`src/sv/bacc_pkg.sv`:
```
// ----------------------------------------------------------------------------
// bacc_pkg
// Shared types and constants of the block access consistency checker.
// ----------------------------------------------------------------------------
package bacc_pkg;

  localparam int unsigned WorkerIdBitsDefault = 10;
  localparam int unsigned SectionBitsDefault  = 16;

  typedef enum logic [1:0] {
    ACT_GET   = 2'd0,
    ACT_PUT   = 2'd1,
    ACT_ACC   = 2'd2,
    ACT_OTHER = 2'd3
  } action_e;

  typedef enum logic [2:0] {
    MODE_NONE    = 3'd0,
    MODE_READ    = 3'd1,
    MODE_WRITE   = 3'd2,
    MODE_ACCUM   = 3'd3,
    MODE_SINGLE  = 3'd4,
    MODE_INVALID = 3'd5
  } mode_e;

  typedef enum logic [1:0] {
    KIND_OPEN    = 2'd0,
    KIND_ONE     = 2'd1,
    KIND_MANY    = 2'd2,
    KIND_INVALID = 2'd3
  } kind_e;

  // per-request status handed from the tracker to the result stage
  typedef struct packed {
    logic  consistent;
    logic  fatal_reset;
    mode_e mode;
    kind_e kind;
  } res_status_t;

endpackage

```
`src/sv/bacc_tracker.sv`:
```
// ----------------------------------------------------------------------------
// bacc_tracker
// Block state (mode, owner, last section) and the per-request transition.
// ----------------------------------------------------------------------------
module bacc_tracker #(
  parameter int unsigned WORKER_ID_BITS = bacc_pkg::WorkerIdBitsDefault,
  parameter int unsigned SECTION_BITS   = bacc_pkg::SectionBitsDefault
) (
  input  logic                      clk_i,
  input  logic                      rst_ni,
  input  logic                      advance_i,
  input  bacc_pkg::action_e         req_action_i,
  input  logic [WORKER_ID_BITS-1:0] req_worker_i,
  input  logic [SECTION_BITS-1:0]   req_section_i,
  output bacc_pkg::res_status_t     status_o,
  output logic [WORKER_ID_BITS-1:0] owner_o
);
  import bacc_pkg::*;

  mode_e                     mode_q, mode_d;
  kind_e                     kind_q, kind_d;
  logic [WORKER_ID_BITS-1:0] id_q, id_d;
  logic [SECTION_BITS-1:0]   section_q, section_d;

  logic                      newer;
  logic                      invalid;
  mode_e                     mode_cur;
  kind_e                     kind_cur;
  logic [WORKER_ID_BITS-1:0] id_cur;
  mode_e                     mode_n;
  kind_e                     kind_n;
  logic [WORKER_ID_BITS-1:0] id_n;
  logic                      ok;
  logic                      one;
  logic                      many;
  logic                      same;

  assign newer   = req_section_i > section_q;
  assign invalid = (mode_q == MODE_INVALID) || (kind_q == KIND_INVALID);

  // a newer section reopens a healthy block before the access is checked
  always_comb begin
    if (newer) begin
      mode_cur = MODE_NONE;
      kind_cur = KIND_OPEN;
      id_cur   = '0;
    end else begin
      mode_cur = mode_q;
      kind_cur = kind_q;
      id_cur   = id_q;
    end
  end

  assign one  = kind_cur == KIND_ONE;
  assign many = kind_cur == KIND_MANY;
  assign same = one && (id_cur == req_worker_i);

  always_comb begin
    ok     = 1'b0;
    mode_n = mode_cur;
    kind_n = kind_cur;
    id_n   = id_cur;
    unique case (mode_cur)
      MODE_NONE: begin
        if (kind_cur == KIND_OPEN && req_action_i != ACT_OTHER) begin
          ok     = 1'b1;
          kind_n = KIND_ONE;
          id_n   = req_worker_i;
          unique case (req_action_i)
            ACT_GET: mode_n = MODE_READ;
            ACT_PUT: mode_n = MODE_WRITE;
            default: mode_n = MODE_ACCUM;
          endcase
        end
      end
      MODE_READ: begin
        if (many) begin
          if (req_action_i == ACT_GET) begin
            ok = 1'b1;
          end
        end else if (one) begin
          if (req_action_i == ACT_GET) begin
            ok = 1'b1;
            if (!same) begin
              kind_n = KIND_MANY;
              id_n   = '0;
            end
          end else if (req_action_i != ACT_OTHER && same) begin
            ok     = 1'b1;
            mode_n = MODE_SINGLE;
          end
        end
      end
      MODE_WRITE, MODE_SINGLE: begin
        if (same) begin
          ok     = 1'b1;
          mode_n = MODE_SINGLE;
        end
      end
      MODE_ACCUM: begin
        if (many) begin
          if (req_action_i == ACT_ACC) begin
            ok = 1'b1;
          end
        end else if (one) begin
          if (req_action_i == ACT_ACC) begin
            ok = 1'b1;
            if (!same) begin
              kind_n = KIND_MANY;
              id_n   = '0;
            end
          end else if (req_action_i != ACT_OTHER && same) begin
            ok     = 1'b1;
            mode_n = MODE_SINGLE;
          end
        end
      end
      default: ok = 1'b0;
    endcase
    if (!ok) begin
      mode_n = MODE_INVALID;
      kind_n = KIND_INVALID;
      id_n   = '0;
    end
  end

  // an invalid block is sticky; only the section counter keeps moving
  always_comb begin
    section_d = newer ? req_section_i : section_q;
    if (invalid) begin
      mode_d = mode_q;
      kind_d = kind_q;
      id_d   = id_q;
    end else begin
      mode_d = mode_n;
      kind_d = kind_n;
      id_d   = id_n;
    end
  end

  always_ff @(posedge clk_i or negedge rst_ni) begin
    if (!rst_ni) begin
      mode_q    <= MODE_NONE;
      kind_q    <= KIND_OPEN;
      id_q      <= '0;
      section_q <= '0;
    end else if (advance_i) begin
      mode_q    <= mode_d;
      kind_q    <= kind_d;
      id_q      <= id_d;
      section_q <= section_d;
    end
  end

  assign status_o.consistent  = !invalid && ok;
  assign status_o.fatal_reset = invalid && newer;
  assign status_o.mode        = mode_d;
  assign status_o.kind        = kind_d;
  assign owner_o              = (kind_d == KIND_ONE) ? id_d : '0;

endmodule

```
`config.mk`:
```
export PLATFORM = sky130hd
export DESIGN_NAME = bacc_tracker
export DESIGN_NICKNAME = d
export VERILOG_FILES = /design/src/sv/bacc_pkg.sv /design/src/sv/bacc_tracker.sv
export SDC_FILE = /design/constraint.sdc
export NUM_CORES = 1
export LEC_CHECK = 0
export ABC_AREA = 1
export BUFFER_PORTS_ARGS = -buffer_cell sky130_fd_sc_hd__buf_2
export CORE_MARGIN = 2
export CORE_UTILIZATION = 30
export CTS_CLUSTER_SIZE = 25
export DETAILED_ROUTE_END_ITERATION = 8
export GPL_TIMING_DRIVEN = 0
export PLACE_DENSITY = 0.54
export SETUP_SLACK_MARGIN = 0.1
export SYNTH_ARGS = -nofsm -noshare
export SYNTH_HDL_FRONTEND = slang
export SYNTH_SLANG_ARGS = --single-unit
```
`constraint.sdc`:
```
create_clock -name clk_i -period 6.38 [get_ports clk_i]
set_clock_uncertainty 0.05 [all_clocks]
set_input_delay 0.957 -clock clk_i [delete_from_list [all_inputs] [get_ports clk_i]]
set_output_delay 0.957 -clock clk_i [all_outputs]
set_load 0.05 [all_outputs]
```
* After elaboration in Yosys (flattened, before gate mapping) *
Index checks and enable logic that the tools add are counted.

cells by class
  magnitude comparators = 1
  multiply operators = 0
  bitwise gates (word level) = 0
  equality and inequality tests = 13
  mux-type cells = 51
  $add $sub $neg = 0
  shifts and indexed selects = 0
  div/mod/pow operators = 0
  reduce and logical (&&, ||, !) cells = 12

operators by type and width
  cell                  number
  $mux W10              12
  $mux W3               12
  $pmux W10 S3          1
  $mux W2               11
  $gt A16 B16 Y1        1
  $pmux W3 S4           1
  $mux W1               11
  $eq A10 B10 Y1        1
  $eq A2 B1 Y1 const B  3
  $eq A2 B2 Y1 const B  3
  $eq A3 B2 Y1 const B  2
  $eq A3 B3 Y1 const B  2
  $pmux W2 S3           1
  $logic_and A1 B1 Y1   5
  $logic_not A2 Y1      2
  $pmux W1 S4           1
  $pmux W2 S2           1
  $eq A3 B1 Y1 const B  1
  $logic_not A3 Y1      1
  $ne A2 B2 Y1 const B  1
  $reduce_and A2 Y1     1
  $reduce_or A2 Y1      1
  $logic_not A1 Y1      1
  $logic_or A1 B1 Y1    1

storage, ports and cells
  memories kept = 0
  bits in latches = 0
  output and inout bits = 17
  bits in registers = 31
  word-level logic and storage cells = 81
  bits of input ports = 31
  bits in read-only memories = 0
  RAM bits = 0

* Logic depth before layout (Yosys ltp) *
Gate-level depths: netlist (run 1).

  depth after elaboration = 14
  gate-level depth with buffers = 30
  mapped depth without buffers = 28

* Least setup slack after synthesis (run 1) *
No wires, ideal clock.

  path type = in2out
  start = input req_section_i[11]
  end = output owner_o[0]
  buffers on the path = 1
  stages on the path = 23
  arrival = 3630 ps
  slack = 1743 ps
  required time = 5373 ps
  cell sequence = ha_1 a21oi_1 nand2_1 a21oi_1 nand2_2 nand2_4 buf_12 nand2_2 nand2_1 nand2_1 nor2_2 nand2_1 nor2_4 nand3_2 nand2_1 nand2_1 nand2_1 nand2_1 nand3_1 nand2_1 inv_2 nand2_4 nor2_2

RTL lines
  item                RTL line            text
  start: declaration  bacc_tracker.sv:14  input logic [SECTION_BITS-1:0] req_section_i,
  end: declaration    bacc_tracker.sv:16  output logic [WORKER_ID_BITS-1:0] owner_o

* Worst setup path in the final report (run 1) *
  start = input req_section_i[11]
  end = output owner_o[8]

between the ends
  word-level cells in the longest chain between the ends = 14
  elaborated cells between the ends (all ways) = 51
  classes of those cells = order compare (1); eq/ne (8); mux (36); reduce/logical (6)

ends and longest elaborated chain
  item                                            RTL line                                 text
  $gt A16 B16 Y1 (*)                              bacc_tracker.sv:38                       assign newer = req_section_i > section_q;
  $mux W10 or $mux W2 (tied branches)             bacc_tracker.sv:43                       if (newer) begin
  $eq A10 B10 Y1 or $eq A2 B1 Y1 (tied branches)  bacc_tracker.sv:56, bacc_tracker.sv:54
  $logic_and A1 B1 Y1                             bacc_tracker.sv:56                       assign same = one && (id_cur == req_worker_i);
  $logic_and A1 B1 Y1                             bacc_tracker.sv:88, bacc_tracker.sv:112
  $mux W1                                         bacc_tracker.sv:88, bacc_tracker.sv:112
  $mux W1 (on tied branches)                      bacc_tracker.sv:106, bacc_tracker.sv:82
  $mux W1 (on tied branches)                      bacc_tracker.sv:105, bacc_tracker.sv:81
  $mux W1 (on tied branches)                      bacc_tracker.sv:101, bacc_tracker.sv:77
  $pmux W1 S4                                     bacc_tracker.sv:63                       unique case (mode_cur)
  $mux W2                                         bacc_tracker.sv:120                      if (!ok) begin
  $mux W2                                         bacc_tracker.sv:130                      if (invalid) begin
  $eq A2 B1 Y1                                    bacc_tracker.sv:159                      assign owner_o = (kind_d == KIND_ONE) ? id_d : '0;
  $mux W10 (*)                                    bacc_tracker.sv:159

Mark *: on every way between the ends. The rest lies on a longest branch, timed or not.

==> flow_metrics.tcl, run 1 <==
set metrics [dict create \
    status "finished clean" \
    viasPerCell 4.38 \
    hold_end "id_q[1]" \
    dr_total_vias 2894 \
    grt_pass1_wl_mm 13.0 \
    synth_nets 520 \
    rows 36 \
    wirelength_mm 7.51 \
    end_kind "output port" \
    hp-class "flip-flop to flip-flop" \
    static-leakage-power_nw 1.93 \
    cts_tree "built" \
    cp.arrival_ns 3.99 \
    worstPathRequired_ns 5.37 \
    power.share.sequential_pct 20.5 \
    crit_fanout 10 \
    cts_buffers 5 \
    placed_cell_area_um2 3380 \
    power.switching_mw 0.878 \
    reg2reg_to "mode_q[1]" \
    dp_hpwl_mm 6.05 \
    p_sw_share_pct 53.8 \
    cts_root_buffer "clkbuf_8" \
    chipWidth_um 104 \
    syn2layout_area_growth_pct 17.4 \
    syn_area_um2 2980 \
    ant_nets 0 \
    fmaxAchievable_mhz 200 \
    place_congestion 0.856 \
    io-pin-count 48 \
    yosysUniqueCellTypes 35 \
    avgRoutedWirePerCell_um 11.4 \
    layout_commonest_cell "nand2_1" \
    grt_use_total_pct 14.6 \
    synthCells 473 \
    dr.pass1.iters 5 \
    report.final.slew_viol_count 0 \
    p_clk_share_pct 12.1 \
    yosysWarnings 0 \
    final_cell_area_um2 3500 \
    grt_pass1_vias 2763 \
    grt_overflow 0 \
    nNetsFinal 574 \
    combPwrFrac_pct 67.4 \
    grt_setup_unrepaired "false" \
    post_cts_buffers 0 \
    finalSetupTns_ns 0 \
    die-area_um2 10700 \
    min_from "id_q[1]" \
    num_antenna_cells 0 \
    hold_path_depth 2 \
    setup_viol 0 \
    period_share_pct 78.3 \
    ctsResizeCount 0 \
    drt_iter0_markers 105 \
    maxCapViolCount 0 \
    critPathKind "input port to output port" \
    hold_viol 0 \
    htreeDepth 2 \
    clk_latency_ns 0.28 \
    syn_avg_cell_area_um2 6.30 \
    clock_sinks 31 \
    peakVddDrop_mv 0.162 \
    die_y_um 104 \
    r2r.worst_path.cells 22 \
    synth-seq-cells 31 \
    period_needed_ns 4.99 \
    antenna_found_initial 0 \
    ctsHoldBuffers 0 \
    clk_pin_slew_ns 0.06 \
    initial_core_util_pct 30.6 \
    fill_cells 1107 \
    drc 0 \
    port_buffers 47 \
    power.internal_mw 0.753 \
    cts_buffer_depth 2 \
    reg2reg_slack_ns 3.27 \
    core_um2 9730 \
    mostFrequentLayoutCells "nand2_1 (169), inv_1 (70), buf_2 (50)" \
    drive_above_1_share_pct 23.9 \
    cp-start-kind "input port" \
    fin_total_pwr_mw 1.63 \
    worstMarginPinSlew_ns 0.724 \
    grt_start_max_net_pins 32 \
    timing.rr.start "section_q[15]" \
    ys_seq_area_share_pct 26.0 \
    max_slew_margin_pct 51.7 \
    power_density_nw_per_um2 466 \
]
through the flow:
stage               worst slack, ns  std cells  util (%)  hold slack, ns
floorplan                      1.74        473         -           0.418
global placement               1.39        653      34.8           0.436
detailed placement             1.40        653      34.8           0.444
CTS                            1.39        661      36.0           0.465
global route                   1.07        661      36.0           0.498
finish                         1.39        661      36.0           0.461
worst max path at each step:
stage               slack [ns]    endpoint         startpoint
CTS                       1.39  owner_o[8]  req_section_i[11]
finish                    1.39  owner_o[8]  req_section_i[11]
floorplan                 1.74  owner_o[0]  req_section_i[11]
global placement          1.39  owner_o[8]  req_section_i[15]
detailed placement        1.40  owner_o[8]  req_section_i[15]
global route              1.07  owner_o[4]  req_section_i[13]
critical path, stage by stage:
cell,delay (ns)
buf_2,0.11
ha_1,0.32
a21oi_1,0.15
nand2_1,0.06
a21oi_1,0.19
nand2_2,0.10
nand2_4,0.13
nand2_1,0.12
inv_1,0.09
nor2_1,0.05
buf_2,0.18
nor3_1,0.25
nand4_1,0.19
nand2_1,0.10
inv_2,0.04
nand3_4,0.10
nand2_4,0.08
clkinv_2,0.08
buf_12,0.13
nand2_2,0.04
nand2_1,0.07
inv_1,0.05
nor2_2,0.11
buf_2,0.27
power by group through the flow:
stage               registers (mW)  clock network (mW)  logic (mW)
CTS                          0.334               0.206        1.11
global placement             0.335                   0        1.09
floorplan                    0.320                   0       0.871
detailed placement           0.337                   0        1.11
global route                 0.346               0.216        1.24
finish                       0.334               0.197        1.10
final cells by class:
type	instances	area (um^2)	share of cell area [%]
inverters	83	313	8.94
clock inverters	2	35.0	1.00
repair buffers	47	235	6.72
well taps	133	166	4.76
plain buffers	13	96.3	2.75
clock buffers	6	82.6	2.36
multi-input cells	346	1800	51.3
flip-flops and latches	31	776	22.2
kinds of logic after synthesis:
group           Yosys count  share of synthesized area, %
compound gates           54                          10.1
fa+ha+maj                16                          6.72
simple gates            276                          43.4
flops                    31                          26.0
buf+inv                  96                          13.7
sequential cells by signal, summed over array words and instances (netlist names):
name and cells:
kind_q 2, section_q 16, mode_q 3, id_q 10
Yosys cell counts (all sizes together):
cell type  instances  area share [%]
dfrtp             31              26
nand3b             5             1.4
o21ai             30             5.0
a21boi             1            0.25
a21o               1            0.25
o21a               2            0.50
o21bai             1            0.63
ha                16             6.7
or2                2            0.42
nand4              8             1.9
clkinv             2            0.29
nor3               4            0.84
a21oi             16             2.7
buf                7             2.5
inv               81              10
nor2              41             7.2
a211oi             3            0.76
nand3             21             4.1
clkbuf             6            0.76
nand2            195              28
per-layer routing:
metal	vias up	global-route usage (%)	routed length, um
met5	-	0	0
met4	0	4.15	100
met3	8	2.45	298
met2	61	24.4	3450
met1	1260	19.4	3660
li1	1565	-	-
Power figures use the tool's default switching activity.
==> inputs of run 2 (changes only) <==
--- a/config.mk
+++ b/config.mk
@@ -5,7 +5,7 @@
 export SDC_FILE = /design/constraint.sdc
 export NUM_CORES = 1
 export LEC_CHECK = 0
-export ABC_AREA = 1
+export ABC_AREA = 0
 export BUFFER_PORTS_ARGS = -buffer_cell sky130_fd_sc_hd__buf_2
 export CORE_MARGIN = 2
 export CORE_UTILIZATION = 30
==> constraint.sdc (replaced) <==
create_clock -name clk_i -period 4.67 [get_ports clk_i]
set_clock_uncertainty 0.05 [all_clocks]
set_input_delay 0.7005 -clock clk_i [delete_from_list [all_inputs] [get_ports clk_i]]
set_output_delay 0.7005 -clock clk_i [all_outputs]
set_load 0.05 [all_outputs]
==> run 2 against run 1 <==
Sequential power increased by 38%. Design area decreased by 2.3%. Largest cell class unchanged. Largest power group unchanged. Worst setup slack worse by 1.2 ns. Critical path type unchanged. Critical endpoint is now owner_o[0].
==> flow_metrics.tcl, run 2 <==
set metrics [dict create \
    placed_cell_area_um2 3000 \
    report.final.slew_viol_count 0 \
    dr_total_vias 2518 \
    drive_above_1_share_pct 34.6 \
    synth_nets 341 \
    chipWidth_um 97.8 \
    dp_hpwl_mm 5.15 \
    grt_overflow 0 \
    io-pin-count 48 \
    ys_seq_area_share_pct 29.4 \
    synthArstFlopShare_pct 100 \
    num_antenna_cells 0 \
    grt_setup_unrepaired "false" \
    grtUsageMet2_pct 23.1 \
    use_met3_pct 2.79 \
    grt_start_max_net_pins 32 \
    viasPerCell 5.43 \
    grt_use_total_pct 14.7 \
    place_congestion 0.864 \
    end_kind "output port" \
    holdWs_ns 0.427 \
    nNetsFinal 402 \
    layout_commonest_cell "dfrtp_1" \
    max_slew_margin_pct 50.4 \
    placedCellCount 446 \
    critPathKind "input port to output port" \
    static-leakage-power_nw 1.41 \
    yosysWarnings 0 \
    synth_edf_count 0 \
    hold_viol 0 \
    syn_area_um2 2640 \
    port_buffers 44 \
    cts_buffers 5 \
    core_um2 8640 \
    initial_core_util_pct 30.6 \
    synth_top_cell_by_area "dfrtp_1" \
    power_density_nw_per_um2 575 \
    grtUsageMet1_pct 20.2 \
    drt_iter0_markers 99 \
    die_y_um 97.8 \
    largest_reg_flops 16 \
    cp-start-kind "input port" \
    clk_pin_slew_ns 0.07 \
    maxCapViolCount 0 \
    ctsHoldBuffers 0 \
    reg_top3 "section_q: 16 flops, id_q: 10 flops, mode_q: 3 flops" \
    drc 0 \
    period_needed_ns 4.46 \
    grt_pass1_vias 2415 \
    cts_buffer_depth 2 \
    grt_pass1_wl_mm 11.6 \
    yosysMostFrequentCell "dfrtp_1" \
    syn_avg_cell_area_um2 8.98 \
    syn2layout_area_growth_pct 29.4 \
    hp-class "input port to async pin" \
    die-area_um2 9570 \
    avgRoutedWirePerCell_um 15.5 \
    fmaxAchievable_mhz 224 \
    rows 34 \
    worstPathRequired_ns 3.92 \
    final-instance-count-excl-fill 464 \
    ant_nets 0 \
    largest_register "section_q" \
    grt.busiest_layer "met2" \
    antenna_found_initial 0 \
    synth-seq-cells 31 \
    synth_top_cells_by_count "dfrtp_1 (31), inv_1 (30), o21ai_0 (18)" \
    wirelength_mm 7.18 \
    ys_dominant_reg_cell "dfrtp_1" \
    period_share_pct 95.5 \
    peakVddDrop_mv 0.186 \
    mostFrequentLayoutCells "dfrtp_1 (31), buf_2 (30), inv_1 (29)" \
    status "finished clean" \
    dr.pass1.iters 4 \
    synthCells 294 \
    setup_viol 0 \
    cts_tree "built" \
    cp.arrival_ns 3.71 \
    clk_latency_ns 0.28 \
    synth_top_area_share_pct 29.4 \
    synth_area_leaders "dfrtp_1 (29%), ha_1 (7.6%), mux2_2 (6.8%)" \
    crit_fanout 7 \
    clock_sinks 31 \
    htreeDepth 2 \
    worstMarginPinSlew_ns 0.744 \
    yosysUniqueCellTypes 64 \
    final_cell_area_um2 3420 \
    cts_root_buffer "clkbuf_8" \
]
-- run 2: changes by cell type after synthesis, sizes merged, moves of 6 or more --
| cell | before | now |
|---|---|---|
| a22oi | 0 | 13 |
| a32o | 0 | 10 |
| buf | 7 | 1 |
| clkbuf | 6 | 14 |
| inv | 81 | 31 |
| mux2 | 0 | 16 |
| nand2 | 195 | 16 |
| nand3 | 21 | 7 |
| nor2 | 41 | 10 |
| nor3b | 0 | 11 |
| o21ai | 30 | 20 |
-- run 2: cell families (layout without fill, tap and decap cells) --
| family | after synthesis | after routing | synth area share (%) |
|---|---|---|---|
| AOI/OAI and AO/OA | 94 | 94 | 26.4 |
| xor gates and xnor gates | 4 | 4 | 1.33 |
| adders and majority gates | 16 | 16 | 7.58 |
| buffers and inverters | 46 | 108 | 6.82 |
| DFF | 31 | 31 | 29.4 |
| muxes | 17 | 17 | 7.20 |
| and+or+nand+nor | 86 | 86 | 21.3 |
-- run 2: critical path, stage by stage --
cell and delay (ns):
buf_2 0.12, ha_4 0.28, nand4_4 0.11, nor4_4 0.35, a21bo_4 0.29, nand3_4 0.11, mux2i_1 0.22, nand3_2 0.20
o31a_1 0.41, or3_4 0.37, o211ai_4 0.12, buf_6 0.20, nor3b_4 0.06, buf_6 0.17
-- run 2: through the flow --
step	worst slack (ns)	util, %	TNS [ns]	power, mW
CTS	0.118	36.7	0	1.83
finish	0.209	39.6	0	1.97
global route	0.0709	39.6	0	2.15
detailed placement	-0.190	34.8	-1.68	1.58
global placement	-0.206	34.8	-1.70	1.56
floorplan	0.0969	-	0	1.33
-- run 2: final cells by class --
| class | instances | area [um^2] |
|---|---|---|
| Inverter | 31 | 116 |
| Timing Repair Buffer | 54 | 373 |
| Fill cell | 917 | 5220 |
| Sequential cell | 31 | 776 |
| Tap cell | 108 | 135 |
| Buffer | 15 | 71.3 |
| Clock inverter | 1 | 5.00 |
| Clock buffer | 7 | 76.3 |
| Multi-Input combinational cell | 217 | 1870 |
-- run 2: timing repair --
action / in CTS / in global routing
endpoints found under the hold margin: 0 / 0
resized for setup: 17 / 43
setup buffers: 2 / 7
setup endpoints to repair: 12 / 11
pin swaps: 5 / 15
cloned: 0 / 1
-- run 2: path summary, 6_finish.rpt --
kind | from | endpoint | slack [ns] | cells after the start
worst max register to register | section_q[13] | id_q[0] | 1.46 | 11
worst max-delay path | req_section_i[15] | owner_o[0] | 0.21 | 14
worst min register to register | section_q[0] | section_q[0] | 0.44 | 2
worst min-delay path | rst_ni | section_q[9] | 0.43 | 1
min in group clk_i | section_q[0] | section_q[0] | 0.44 | 2
max in group asynchronous | rst_ni | kind_q[0] | 3.67 | 1
-- run 2: power by group --
part / switching (mW) / internal [mW] / leakage (nW)
Combinational: 0.765 / 0.531 / 0.985
Clock: 0.103 / 0.105 / 0.0422
Sequential: 0.0700 / 0.392 / 0.378
Total: 0.938 / 1.03 / 1.41
-- run 2: layer usage --
metal	vias up	share of wire (%)
met1	1215	45
met5	-	0
met3	10	5.1
met2	73	48
met4	0	1.6
li1	1220	-
==> inputs of run 3 (changes only) <==
--- a/config.mk
+++ b/config.mk
@@ -7,6 +7,7 @@
 export LEC_CHECK = 0
 export ABC_AREA = 0
 export BUFFER_PORTS_ARGS = -buffer_cell sky130_fd_sc_hd__buf_2
+export CORE_ASPECT_RATIO = 1.25
 export CORE_MARGIN = 2
 export CORE_UTILIZATION = 30
 export CTS_CLUSTER_SIZE = 25
==> run 3 against run 2 <==
Via count is 0.95% higher. Clock power about the same. First-iteration DRC count is 43% higher. Combinational power barely moved. Register-to-register slack barely moved. Critical endpoint is now owner_o[7]. Highest routed layer unchanged.
==> flow_metrics.tcl, run 3 (synthesis results as in run 2) <==
set metrics [dict create \
    die_y_um 109 \
    fmaxAchievable_mhz 226 \
    grt_use_total_pct 15.7 \
    initial_core_util_pct 30.7 \
    grt_setup_unrepaired "true" \
    dr_total_vias 2542 \
    grt_start_max_net_pins 32 \
    cts_tree "built" \
    port_buffers 44 \
    worst_slack_ns 0.244 \
    dp_hpwl_mm 5.36 \
    clk_latency_ns 0.28 \
    chipWidth_um 87.9 \
    syn2layout_area_growth_pct 30.7 \
    hold_viol 0 \
    clock_sinks 31 \
    maxCapViolCount 0 \
    htreeDepth 2 \
    ctsHoldBuffers 0 \
    setup_viol 0 \
    cts_root_buffer "clkbuf_8" \
    avgRoutedWirePerCell_um 15.4 \
    largest_register "section_q" \
    report.final.slew_viol_count 0 \
    r2r.worst_path.cells 11 \
    mostFrequentLayoutCells "buf_2 (31), dfrtp_1 (31), inv_1 (29)" \
    crit_fanout 7 \
    nNetsFinal 398 \
    hp-class "input port to async pin" \
    place_congestion 0.879 \
    grt_pass1_vias 2520 \
    period_needed_ns 4.43 \
    antenna_found_initial 0 \
    fin_util_pct 40.1 \
    worstMarginPinSlew_ns 0.749 \
    cp-start-kind "input port" \
    power.internal_mw 1.01 \
    cts_buffer_depth 2 \
    viasPerCell 5.39 \
    peakVddDrop_mv 0.181 \
    status "finished clean" \
    max_slew_margin_pct 50.1 \
    static-leakage-power_nw 1.40 \
    core_um2 8610 \
    fin_total_pwr_mw 1.95 \
    rows 38 \
    power.share.sequential_pct 23.5 \
    clk_pin_slew_ns 0.07 \
    io-pin-count 48 \
    p_sw_share_pct 48.2 \
    combPwrFrac_pct 65.8 \
    grt_pass1_wl_mm 12.0 \
    period_share_pct 94.8 \
    dp_worst_setup_slack_ns -0.209 \
    ant_nets 0 \
    power_density_nw_per_um2 566 \
    wirelength_mm 7.27 \
    drc 0 \
    cp.arrival_ns 3.68 \
    die-area_um2 9580 \
    drive_above_1_share_pct 33.8 \
    num_antenna_cells 0 \
    reg_top3 "section_q: 16 flops, id_q: 10 flops, mode_q: 3 flops" \
    cts_buffers 5 \
    dr.pass1.iters 4 \
    grt_overflow 0 \
    power.switching_mw 0.942 \
    worstPathRequired_ns 3.92 \
    largest_reg_flops 16 \
    critPathKind "input port to output port" \
    p_clk_share_pct 10.7 \
    end_kind "output port" \
    drt_iter0_markers 142 \
]
==> run 3: cell count changes in the layout (fill, tap and decap cells not counted), moves of 2 or more <==
cell     change
buf_6        +3
nor3b_4      +4
buf_8        +2
nor3b_2      -4
buf_4       -10
==> run 3: repair_timing <==
action,4_1_cts,5_1_grt
gates resized for setup,19,50
setup endpoints to repair,12,12
endpoints found under the hold margin,0,0
pin swaps,6,11
gates cloned,0,1
setup buffers,3,2
==> run 3: worst paths after layout <==
check	start	to	slack, ns
worst max-delay path	req_section_i[15]	owner_o[7]	0.24
worst min-delay path	rst_ni	section_q[10]	0.43
worst max register to register	section_q[15]	id_q[8]	1.47
worst min register to register	section_q[0]	section_q[0]	0.44
max in group asynchronous	rst_ni	id_q[1]	3.66
min in group clk_i	section_q[0]	section_q[0]	0.44
==> run 3: power groups by stage <==
stage	Clock [mW]	Combinational [mW]	Sequential, mW
2_1_floorplan	0	0.877	0.448
3_3_place_gp	0	1.11	0.461
3_5_place_dp	0	1.12	0.467
4_1_cts	0.217	1.16	0.461
5_1_grt	0.225	1.42	0.480
6_report	0.209	1.29	0.460
==> run 3: layout make-up <==
| cell class | count | area (um^2) |
|---|---|---|
| clock buffers | 7 | 76.3 |
| plain buffers | 15 | 72.6 |
| well taps | 120 | 150 |
| fillers | 898 | 5150 |
| repair buffers | 50 | 365 |
| inverters | 31 | 116 |
| clock inverters | 1 | 5.00 |
| multi-input cells | 217 | 1890 |
| flip-flops and latches | 31 | 776 |
==> run 3: per-stage QoR <==
step	std cells	cell area (um^2)	TNS (ns)	hold slack (ns)
2_1_floorplan	294	2650	0	0.355
3_3_place_gp	458	3020	-1.95	0.420
3_5_place_dp	458	3020	-1.80	0.429
4_1_cts	469	3190	0	0.445
5_1_grt	472	3450	0	0.466
6_report	472	3450	0	0.429
==> run 3: per-layer routing <==
metal	share of wire, %	global-route usage (%)	vias to the layer above
li1	-	-	1212
met1	42	19.9	1245
met2	52	26.7	75
met3	4.0	2.27	10
met4	1.6	6.26	0
met5	0	0	-
==> run 3: worst max-delay path, stage by stage <==
cell and delay (ns):
buf_8 0.10, ha_4 0.27, nand4_4 0.13, nor4_4 0.36
a21bo_4 0.29, nand3_4 0.11, mux2i_4 0.26, nand3_4 0.13
o31a_1 0.39, or3_4 0.37, o211ai_4 0.13, buf_8 0.19
nor3b_4 0.06, buf_6 0.16
